### src/design/ssr_pkg.sv
// ----------------------------------------------------------------------------
// ssr_pkg
// Types and defaults shared by the keyed-record shell sort core.
// ----------------------------------------------------------------------------
package ssr_pkg;

    localparam int DEPTH_DEF        = 64;
    localparam int KEY_BITS_DEF     = 32;
    localparam int PAYLOAD_BITS_DEF = 64;

    typedef struct packed {
        logic signed [31:0] station_key;
        logic [63:0]        record_payload;
        logic               last_record;
    } ssr_rec_t;

    typedef struct packed {
        logic signed [31:0] sorted_key;
        logic [63:0]        sorted_payload;
        logic               last_out;
        logic               dropped;
    } ssr_res_t;

    typedef enum logic [3:0] {
        ST_IDLE,
        ST_GAP_INIT,
        ST_GAP_CHK,
        ST_PASS,
        ST_RD,
        ST_CMP,
        ST_SWB,
        ST_PASS_END,
        ST_EMIT,
        ST_FINISH
    } ssr_state_t;

    typedef struct packed {
        logic load;
        logic gap_init;
        logic gap_half;
        logic limit_from_count;
        logic pass_start;
        logic rd_pair;
        logic wr_a;
        logic wr_b;
        logic row_inc;
        logic limit_from_lsr;
        logic emit_init;
        logic emit_rd;
        logic clear;
    } ssr_cmd_t;

    typedef struct packed {
        logic gap_zero;
        logic limit_zero;
        logic greater;
        logic row_end;
        logic swap_seen;
        logic emit_end;
    } ssr_sts_t;

endpackage

### src/design/ssr_ctrl.sv
// ----------------------------------------------------------------------------
// ssr_ctrl
// Sequencer: load, gap loop, compare/swap passes, sorted read-out.
// ----------------------------------------------------------------------------
module ssr_ctrl (
    input  logic              clk,
    input  logic              rst_n,
    input  logic              start,
    input  logic              last_record,
    input  ssr_pkg::ssr_sts_t sts,
    output ssr_pkg::ssr_cmd_t cmd,
    output logic              busy
);

    ssr_pkg::ssr_state_t state_reg;
    ssr_pkg::ssr_state_t state_next;

    always_ff @(posedge clk or negedge rst_n)
    begin
        if (!rst_n)
        begin
            state_reg <= ssr_pkg::ST_IDLE;
        end
        else
        begin
            state_reg <= state_next;
        end
    end

    always_comb
    begin
        state_next = state_reg;
        cmd        = '0;
        case (state_reg)
            ssr_pkg::ST_IDLE:
            begin
                if (start)
                begin
                    cmd.load = 1'b1;
                    if (last_record)
                    begin
                        state_next = ssr_pkg::ST_GAP_INIT;
                    end
                end
            end
            ssr_pkg::ST_GAP_INIT:
            begin
                cmd.gap_init = 1'b1;
                state_next   = ssr_pkg::ST_GAP_CHK;
            end
            ssr_pkg::ST_GAP_CHK:
            begin
                if (sts.gap_zero)
                begin
                    cmd.emit_init = 1'b1;
                    state_next    = ssr_pkg::ST_EMIT;
                end
                else
                begin
                    cmd.limit_from_count = 1'b1;
                    state_next           = ssr_pkg::ST_PASS;
                end
            end
            ssr_pkg::ST_PASS:
            begin
                cmd.pass_start = 1'b1;
                if (sts.limit_zero)
                begin
                    cmd.gap_half = 1'b1;
                    state_next   = ssr_pkg::ST_GAP_CHK;
                end
                else
                begin
                    state_next = ssr_pkg::ST_RD;
                end
            end
            ssr_pkg::ST_RD:
            begin
                cmd.rd_pair = 1'b1;
                state_next  = ssr_pkg::ST_CMP;
            end
            ssr_pkg::ST_CMP:
            begin
                if (sts.greater)
                begin
                    cmd.wr_a   = 1'b1;
                    state_next = ssr_pkg::ST_SWB;
                end
                else if (sts.row_end)
                begin
                    state_next = ssr_pkg::ST_PASS_END;
                end
                else
                begin
                    cmd.row_inc = 1'b1;
                    state_next  = ssr_pkg::ST_RD;
                end
            end
            ssr_pkg::ST_SWB:
            begin
                cmd.wr_b = 1'b1;
                if (sts.row_end)
                begin
                    state_next = ssr_pkg::ST_PASS_END;
                end
                else
                begin
                    cmd.row_inc = 1'b1;
                    state_next  = ssr_pkg::ST_RD;
                end
            end
            ssr_pkg::ST_PASS_END:
            begin
                cmd.limit_from_lsr = 1'b1;
                if (sts.swap_seen)
                begin
                    state_next = ssr_pkg::ST_PASS;
                end
                else
                begin
                    cmd.gap_half = 1'b1;
                    state_next   = ssr_pkg::ST_GAP_CHK;
                end
            end
            ssr_pkg::ST_EMIT:
            begin
                cmd.emit_rd = 1'b1;
                cmd.row_inc = 1'b1;
                if (sts.emit_end)
                begin
                    state_next = ssr_pkg::ST_FINISH;
                end
            end
            ssr_pkg::ST_FINISH:
            begin
                cmd.clear  = 1'b1;
                state_next = ssr_pkg::ST_IDLE;
            end
            default:
            begin
                state_next = ssr_pkg::ST_IDLE;
            end
        endcase
    end

    assign busy = (state_reg != ssr_pkg::ST_IDLE);

    // second half of a swap always follows the first
    a_swap_pair: assert property (@(posedge clk) disable iff (!rst_n)
        cmd.wr_b |-> $past(cmd.wr_a))
        else $error("swap write b without preceding write a");

    // every compare is preceded by its read
    a_cmp_after_rd: assert property (@(posedge clk) disable iff (!rst_n)
        (state_reg == ssr_pkg::ST_CMP) |-> $past(cmd.rd_pair))
        else $error("compare without pair read");

endmodule

### config.mk
export PLATFORM = sky130hd
export DESIGN_NAME = ssr_ctrl
export DESIGN_NICKNAME = d
export VERILOG_FILES = /design/src/design/ssr_pkg.sv /design/src/design/ssr_ctrl.sv
export SDC_FILE = /design/constraint.sdc
export NUM_CORES = 1
export LEC_CHECK = 0
export BUFFER_PORTS_ARGS = -buffer_cell sky130_fd_sc_hd__buf_2
export CELL_PAD_IN_SITES_DETAIL_PLACEMENT = 0
export CELL_PAD_IN_SITES_GLOBAL_PLACEMENT = 1
export CORE_UTILIZATION = 33
export DETAILED_ROUTE_END_ITERATION = 6
export GPL_TIMING_DRIVEN = 0
export HOLD_SLACK_MARGIN = 0.02
export PLACE_DENSITY = 0.91
export SYNTH_ARGS = -nofsm -noshare
export SYNTH_HDL_FRONTEND = slang
export SYNTH_SLANG_ARGS = --single-unit
### constraint.sdc
create_clock -name clk -period 1.95 [get_ports clk]
set_input_delay 0.2925 -clock clk [delete_from_list [all_inputs] [get_ports clk]]
set_output_delay 0.2925 -clock clk [all_outputs]
set_load 0.05 [all_outputs]
Word level (Yosys, flattened, before mapping) --
Cells that the tools add are included.
Storage, ports and cells: logic and storage cells 46, flip-flop bits (word level) 4, output and inout port bits 14, bits of input ports 10
Operators by class: reduce and logical (&&, ||, !) cells 3, muxes and demuxes 30, equality and inequality tests 12
Operators with widths (number):
- one-hot mux 4 bit (9 select lines) | 1
- two-way mux 1 bit | 20
- == test 4 x 3 -> 1 bit, second input constant | 4
- two-way mux 4 bit | 4
- == test 4 x 2 -> 1 bit, second input constant | 2
- == test 4 bit, second input constant | 2
- inequality test 2 bit, second input constant | 3
- == test 4 x 1 -> 1 bit, second input constant | 1
- zero test 4 bit | 1
- two-way mux 2 bit | 2
- nonzero test 4 bit | 1
- two-way mux 3 bit | 1
- one-hot mux 1 bit (3 select lines) | 1
- AND reduction 3 bit | 1
- one-hot mux 1 bit (2 select lines) | 1

Depth between registers and ports, before layout --
Gate-level depths: netlist of run 1.
word-level depth 3, mapped depth 5

Least setup slack after synthesis of run 1 --
Ideal clock, no wire load.
path type reg2reg, from register state_reg[2], to register state_reg[1], stages on the path, launching flop included 4, buffers on the path 1, data arrival time 2344 ps, library setup time 72 ps, setup slack -466 ps, clock period less this slack 2416 ps, cells stage by stage dfrtp_1 buf_6 nor4_1 or3_1
Between the ends: longest elaborated chain between the ends 3
RTL lines:
- start, declared | RTL line ssr_ctrl.sv:15 | ssr_pkg::ssr_state_t state_reg;
- start signal, assigned | RTL line ssr_ctrl.sv:22 | state_reg <= ssr_pkg::ST_IDLE;
- start signal, assigned | RTL line ssr_ctrl.sv:26 | state_reg <= state_next;
- == test 4 bit / zero test 4 bit (equally long branches) | RTL line ssr_ctrl.sv:34 | case (state_reg)
- inequality test 2 bit (no source line)
- AND reduction 3 bit (no source line)
Parallel ways exist; a longest one is shown, timed or not. A chain may end at the register's enable or synchronous reset.

==> results.md, run 1 <==
- Overall die height: 41.43 um
- Standard-cell row count: 13
- Pin count of the biggest net entering global routing: 11
- Post-synthesis net count: 75
- Area share of fa/ha/maj cells after synthesis: 0%
- Final #Nets: 104
- Element type at the critical path end: output pin
- Yosys warns: 0
- Part of the power in the clock network: 8.1%
- First-pass GRT wire length: 2194 um
- Cell internal pwr: 0.5492 mW
- DRC violation count after routing: 0
- Met3 wire length: 59 um
- Initial antenna violation count: 0
- Remaining Overflow, GRT: 0
- Net switching power figure: 0.7201 mW
- CTS tree: built
- Die footprint: 0.001716 mm^2
- Post-Synth XOR/XNOR Area: 0%
- Synth unique cells: 30
- Type of element launching the critical path: register
- Layout cell share with drive strength beyond 1: 48.91%
- Placeable core area: 0.001366 mm^2
- Synth top cells by count: 7 x nand2_1, 6 x a21oi_1, 6 x nor3_1
- Maximum Capacitance Violations: 0
- Netlist Area Pre-Place: 513.0 um^2
- EDFF count, synth: 0
- Largest stage delay on the critical path: 0.38 ns
- Non-filler instance count after layout: 107
- Worst clock skew: 0.004083 ns
- Top Family by Delay on Critical Path: buffers and inverters
- Final slew viol count: 0
- Net switching share of the total power: 56.73%
- Routed length per instance: 11.98 um
- Aggregate routed wire length: 1282 um
- Met1 WL: 580 um
- Via count of the first global-routing pass: 515
- Final Wtd Congestion: 0.7946
- GR Util All Layers: 16.01%
- Clk slew on worst S/H paths: 0.04 ns
- Maximum fanout along the worst path: 10
- Power after layout: 1.269 mW
- Layout Area Growth over Synthesis: 36.59%
- Number of search-and-repair iterations in the first detailed-routing pass: 4
- Met2 wire length: 607 um
- Final-layout fill cell count: 143
- Post-synthesis share of cell area spent on and, or, nand and nor gates: 45.37%
- Area leader, netlist: dfrtp_1
- Number of vias in the routed layout: 577
- Cells traversed along the worst timing path: buf_6 > buf_4 > nor2_1 > and3_1 > buf_2
- Via density per instance: 5.393
- Data arrival time of the worst path: 1.53 ns
- Synthesized area per cell: 7.892 um^2
- Number of buffers created by CTS: 3
- Clock sinks: 4
- Number of top-level pins: 24
- Antenna Violating Nets Remaining: 0
- Achievable Freq: 0.5480 GHz
- Number of buffer and inverter stages on the critical path: 3
- Worst hold-check path type: in -> reg
- Synth Instances: 65
- Skew-Pair Late Insertion Delay: 0.23 ns
- Final number of hold-violating endpoints: 0
- Part of the cycle the worst path needs: 93.58%
- Highest signal layer in the routed design: met4
- Async set-reset flop share out of synthesis: 100.0%
- Setup repair after global routing missed its margin: false
- Share of the yosys chip area belonging to registers: 19.51%
- Leading register cell type out of synthesis: dfrtp_1
- DIE WIDTH: 41.43 um
- Largest register FFs: 4
- Count of buffers from port buffering: 23
- Sequential cell fraction of total power: 11.6%
- Headroom to the max-slew limit: 76.49%
- Post-synthesis compound-gate area fraction: 16.10%
- Kind of critical path: reg -> out
- Gate power share: 80.3%
- CTS H-tree lvls: 1
- Number of buffers on the longest clock path: 2
- Data required time of the critical path: 1.66 ns
- Highest ir drop seen on vdd: 689.9 uV
- Number of flip-flops and latches in the synthesized netlist: 4
- Total placed cells including tap cells: 103
- Slowest cell on crit path: dfrtp_1
- Worst-Margin Slew: 0.3438 ns
- Initial Utilization: 37.55%
- Lkg Pwr: 0.3407 nW
- Areal power density over the cells: 1812 mW/mm^2
- Post-detailed-placement half-perimeter wirelength: 1002 um
- Largest family of logic cells by synthesized area: simple AND/OR/NAND/NOR gates
- Setup-failing EPs final: 0
- Biggest area contributors in the synthesized netlist: dfrtp_1 20%, buf_6 8.8%, a21oi_1 5.9%
- Final antenna diode count: 0
- Number of DRC violations after detailed-routing iteration 0: 11
- Yosys top cell area share: 19.51%
- Mux cell area share after synthesis: 4.146%
- Shortest period the worst path allows: 1.825 ns
- Clock root buffer: clkbuf_4
- Most repeated cell in the gate-level netlist after synthesis: nand2_1
- Run status: finished clean
layout by cell type, fill, tap and decap left out, types with 3 or more instances in the layout:
cell,n
buf_6,4
nor3_1,4
nand2_1,7
clkbuf_4,5
a21oi_1,6
nor2_1,5
buf_2,22
nor3_2,3
dfrtp_1,4
tightest hold or removal path, delay by kind of cell:
family | cells | cell delay, ns
buf+inv | 1 | 0.10
compound gates | 2 | 0.18
area by class of cell:
type | instances | area [um^2] | share of cell area, %
buffer | 7 | 67.56 | 9.643
clock buffer | 3 | 22.52 | 3.214
inverter | 3 | 11.26 | 1.607
multi-input combinational | 51 | 352.8 | 50.36
sequential | 4 | 100.1 | 14.29
tap | 15 | 18.77 | 2.679
timing repair buffer | 24 | 127.6 | 18.21
path summary, 6_finish.rpt:
check	startpoint	end	slack, ns	cells past startpoint
max in group asynchronous	rst_n	state_reg[2]	1.42	2
setup / recovery	state_reg[2]	cmd[2]	0.13	5
hold / removal	sts[1]	state_reg[0]	0.37	3
hold reg to reg	state_reg[0]	state_reg[3]	0.67	2
min in group asynchronous	rst_n	state_reg[3]	0.41	2
setup reg to reg	state_reg[1]	state_reg[1]	0.72	5
cells by family after synthesis:
kind of cell | after synthesis
AOI/OAI and AO/OA | 11
buffers and inverters | 10
DFF | 4
muxes | 2
and+or+nand+nor | 38
routing by layer:
layer / vias to the layer above / track usage [%]
met4: 0 / 9.677
met3: 4 / 3.043
met5: - / 0
met1: 269 / 20.16
li1: 286 / -
met2: 18 / 25.00
power by group through the flow:
stage	registers (mW)	logic, mW	clock network, mW
2_1_floorplan	0.141	0.838	0
3_3_place_gp	0.148	1.01	0
3_5_place_dp	0.148	1.01	0
4_1_cts	0.147	1.02	0.104
5_1_grt	0.155	1.09	0.115
6_report	0.147	1.02	0.103
timing repair:
item | 4_1_cts | 5_1_grt
setup buffers | 0 | 0
hold buffers | 1 | 0
resized for setup | 0 | 2
hold endpoints to repair | 4 | 0
setup endpoints to repair | 0 | 1
stage by stage:
stage	TNS (ns)	hold slack (ns)	area (um^2)	util (%)	worst slack, ns
2_1_floorplan	-0.5014	-0.003091	529.3	-	-0.1643
3_3_place_gp	0	0.09737	663.1	48.53	0.3513
3_5_place_dp	0	0.1023	663.1	48.53	0.3605
4_1_cts	0	0.3699	695.7	50.92	0.1036
5_1_grt	0	0.3843	700.7	51.28	0.03102
6_report	0	0.3749	700.7	51.28	0.1252
No activity file was read; power rests on OpenSTA's default activity.
==> run 2, diff against run 1 <==
==> constraint.sdc (replaced) <==
create_clock -name clk -period 1.95 [get_ports clk]
set_input_delay 0.39 -clock clk [delete_from_list [all_inputs] [get_ports clk]]
set_output_delay 0.39 -clock clk [all_outputs]
set_load 0.05 [all_outputs]
==> results.md, run 2 (same netlist as run 1, synthesis figures left out) <==
- Run status: finished clean
- Clock root buffer: clkbuf_4
- Startpoint of the lowest-slack hold path: sts[2]
- Number of buffer and inverter stages on the critical path: 3 (unchanged)
- Count of buffers from port buffering: 23 (unchanged)
- Areal power density over the cells: 1795 mW/mm^2 (-0.92%)
- Element type at the critical path end: output pin
- Final slew viol count: 0 (unchanged)
- Shortest period the worst path allows: 1.858 ns (+0.03280 ns)
- Slowest cell on crit path: dfrtp_1
- Layout cell share with drive strength beyond 1: 54.35% (+5.4 points)
- CTS tree: built
- Worst clock skew: 0.004469 ns (+0.0003859 ns)
- Top Family by Delay on Critical Path: buffers and inverters
- Initial antenna violation count: 0 (unchanged)
- First-pass GRT wire length: 2194 um (unchanged)
- Most used cell along the critical path: buf_6
- Most common cell after layout, fill and taps aside: buf_2
- Via density per instance: 5.421 (+0.52%)
- Remaining Overflow, GRT: 0 (unchanged)
- Number of DRC violations after detailed-routing iteration 0: 15 (+4)
- Cells traversed along the worst timing path: buf_6 > buf_6 > nand2b_1 > nor3_1 > clkbuf_4
- GR Util All Layers: 16.10% (+0.090 points)
- Number of vias in the routed layout: 580 (+0.52%)
- Achievable Freq: 0.5383 GHz (-1.8%)
- Data arrival time of the worst path: 1.47 ns (-0.06 ns)
- Routed length per instance: 12.72 um (+6.2%)
- Clock sinks: 4 (unchanged)
- Lkg Pwr: 0.3480 nW (+2.1%)
- Layout Area Growth over Synthesis: 43.90%
- Via count of the first global-routing pass: 514 (-0.19%)
- Clk slew on worst S/H paths: 0.04 ns (about the same)
- Final Cell Area: 738.2 um^2 (+5.4%)
- Pin count of the biggest net entering global routing: 11 (unchanged)
- Depth of the worst hold-timing path: 3 (unchanged)
- CTS H-tree lvls: 1 (unchanged)
- Final number of hold-violating endpoints: 0 (unchanged)
- Setup-failing EPs final: 0 (unchanged)
- Maximum Capacitance Violations: 0 (unchanged)
- Number of buffers on the longest clock path: 2 (unchanged)
- Placed standard-cell area: 666.9 um^2 (+0.57%)
- Most frequent cells in the layout: 17 x buf_2, 7 x nand2_1, 7 x clkbuf_4
- Aggregate routed wire length: 1361 um (+6.2%)
- Part of the cycle the worst path needs: 95.26% (+1.7 points)
- RR Startpoint: state_reg[0]
- Headroom to the max-slew limit: 76.68% (+0.19 points)
- Worst hold-check path type: in -> reg
- Initial Utilization: 37.55% (unchanged)
- Post-detailed-placement half-perimeter wirelength: 1040 um (+3.8%)
- Final antenna diode count: 0 (unchanged)
- R2R depth: 4 (-1)
- Final #Nets: 104 (unchanged)
- Type of element launching the critical path: register
- Standard-cell row count: 13 (unchanged)
- Overall die height: 41.43 um (unchanged)
- Power after layout: 1.325 mW (+4.4%)
- Worst-Margin Slew: 0.3410 ns (-0.002771 ns)
- Worst min-delay path endpoint: state_reg[0]
- Number of buffers created by CTS: 3 (unchanged)
- Flop2flop setup slack: 0.70 ns (-0.02 ns)
- Largest register FFs: 4 (unchanged)
- Highest ir drop seen on vdd: 728.0 uV (+5.5%)
- DRC violation count after routing: 0 (unchanged)
- Antenna Violating Nets Remaining: 0 (unchanged)
- Kind of critical path: reg -> out
- DIE WIDTH: 41.43 um (unchanged)
- Die footprint: 0.001716 mm^2 (unchanged)
- Endpoint of the worst register-to-register path: state_reg[0]
- Setup fix buffers added after clock tree synthesis: 0 (unchanged)
- Setup repair after global routing missed its margin: true
- Placeable core area: 0.001366 mm^2 (unchanged)
- Maximum fanout along the worst path: 10 (unchanged)
- Number of top-level pins: 24 (unchanged)
- Final Wtd Congestion: 0.8040 (+1.2%)
- Number of search-and-repair iterations in the first detailed-routing pass: 4 (unchanged)
- Largest stage delay on the critical path: 0.37 ns (about the same)
- Skew-Pair Late Insertion Delay: 0.24 ns (about the same)
- Data required time of the critical path: 1.56 ns (-0.10 ns)
==> run 2: cell count changes in the layout (fill, tap and decap cells not counted), sizes merged <==
cell and delta:
clkbuf +2, buf -2
==> run 2: timing repair <==
action                                  CTS  global route
endpoints found under the hold margin     4             0
hold buffers                              1             0
pin swaps                                 0             0
endpoints found under the setup margin    1             5
gates resized for setup                   1            13
==> run 2: metrics by stage <==
| stage | worst slack (ns) | hold slack [ns] | TNS (ns) | std cells | utilization, % |
|---|---|---|---|---|---|
| finish | 0.09242 | 0.4700 | 0 | 107 | 54.03 |
| global placement | 0.2487 | 0.1967 | 0 | 103 | 48.81 |
| global route | -0.01560 | 0.4852 | -0.01560 | 107 | 54.03 |
| CTS | 0.03225 | 0.4682 | 0 | 107 | 51.37 |
| detailed placement | 0.2297 | 0.2003 | 0 | 103 | 48.81 |
| floorplan | -0.2618 | 0.09441 | -0.8914 | 65 | - |
==> run 2: area by class of cell <==
cell class,instances,area [um^2]
Fill cell,135,628.1
Multi-Input combinational cell,51,374.1
Timing Repair Buffer,24,143.9
Sequential cell,4,100.1
Buffer,7,67.56
Clock buffer,3,22.52
Tap cell,15,18.77
Inverter,3,11.26
==> run 2: how the worst max path moves through the flow <==
stage                 start  cells after the start      end
3_3_place_gp   state_reg[3]                      6   cmd[4]
2_1_floorplan  state_reg[1]                      4  cmd[11]
6_report       state_reg[1]                      5  cmd[11]
5_1_grt        state_reg[3]                      6   cmd[4]
3_5_place_dp   state_reg[3]                      6   cmd[4]
4_1_cts        state_reg[3]                      6   cmd[4]
==> run 2: tightest hold or removal path, cell delays in order <==
cell and delay, ns:
buf_2 0.13, o2111ai_1 0.09, a2bb2oi_2 0.06
==> run 2: where the power goes <==
part	leakage (nW)	internal [mW]	switching, mW	total [mW]
Combinational	0.283	0.387	0.688	1.07
Sequential	0.0512	0.122	0.0264	0.148
Clock	0.0138	0.0688	0.0335	0.102
Total	0.348	0.577	0.748	1.33
==> run 2: metal layers <==
metal	vias up	part of all wire [%]	track usage, %
li1	287	-	-
met1	264	45	21.22
met2	27	47	25.00
met3	2	6.5	5.652
met4	0	1.1	3.871
met5	-	0	0
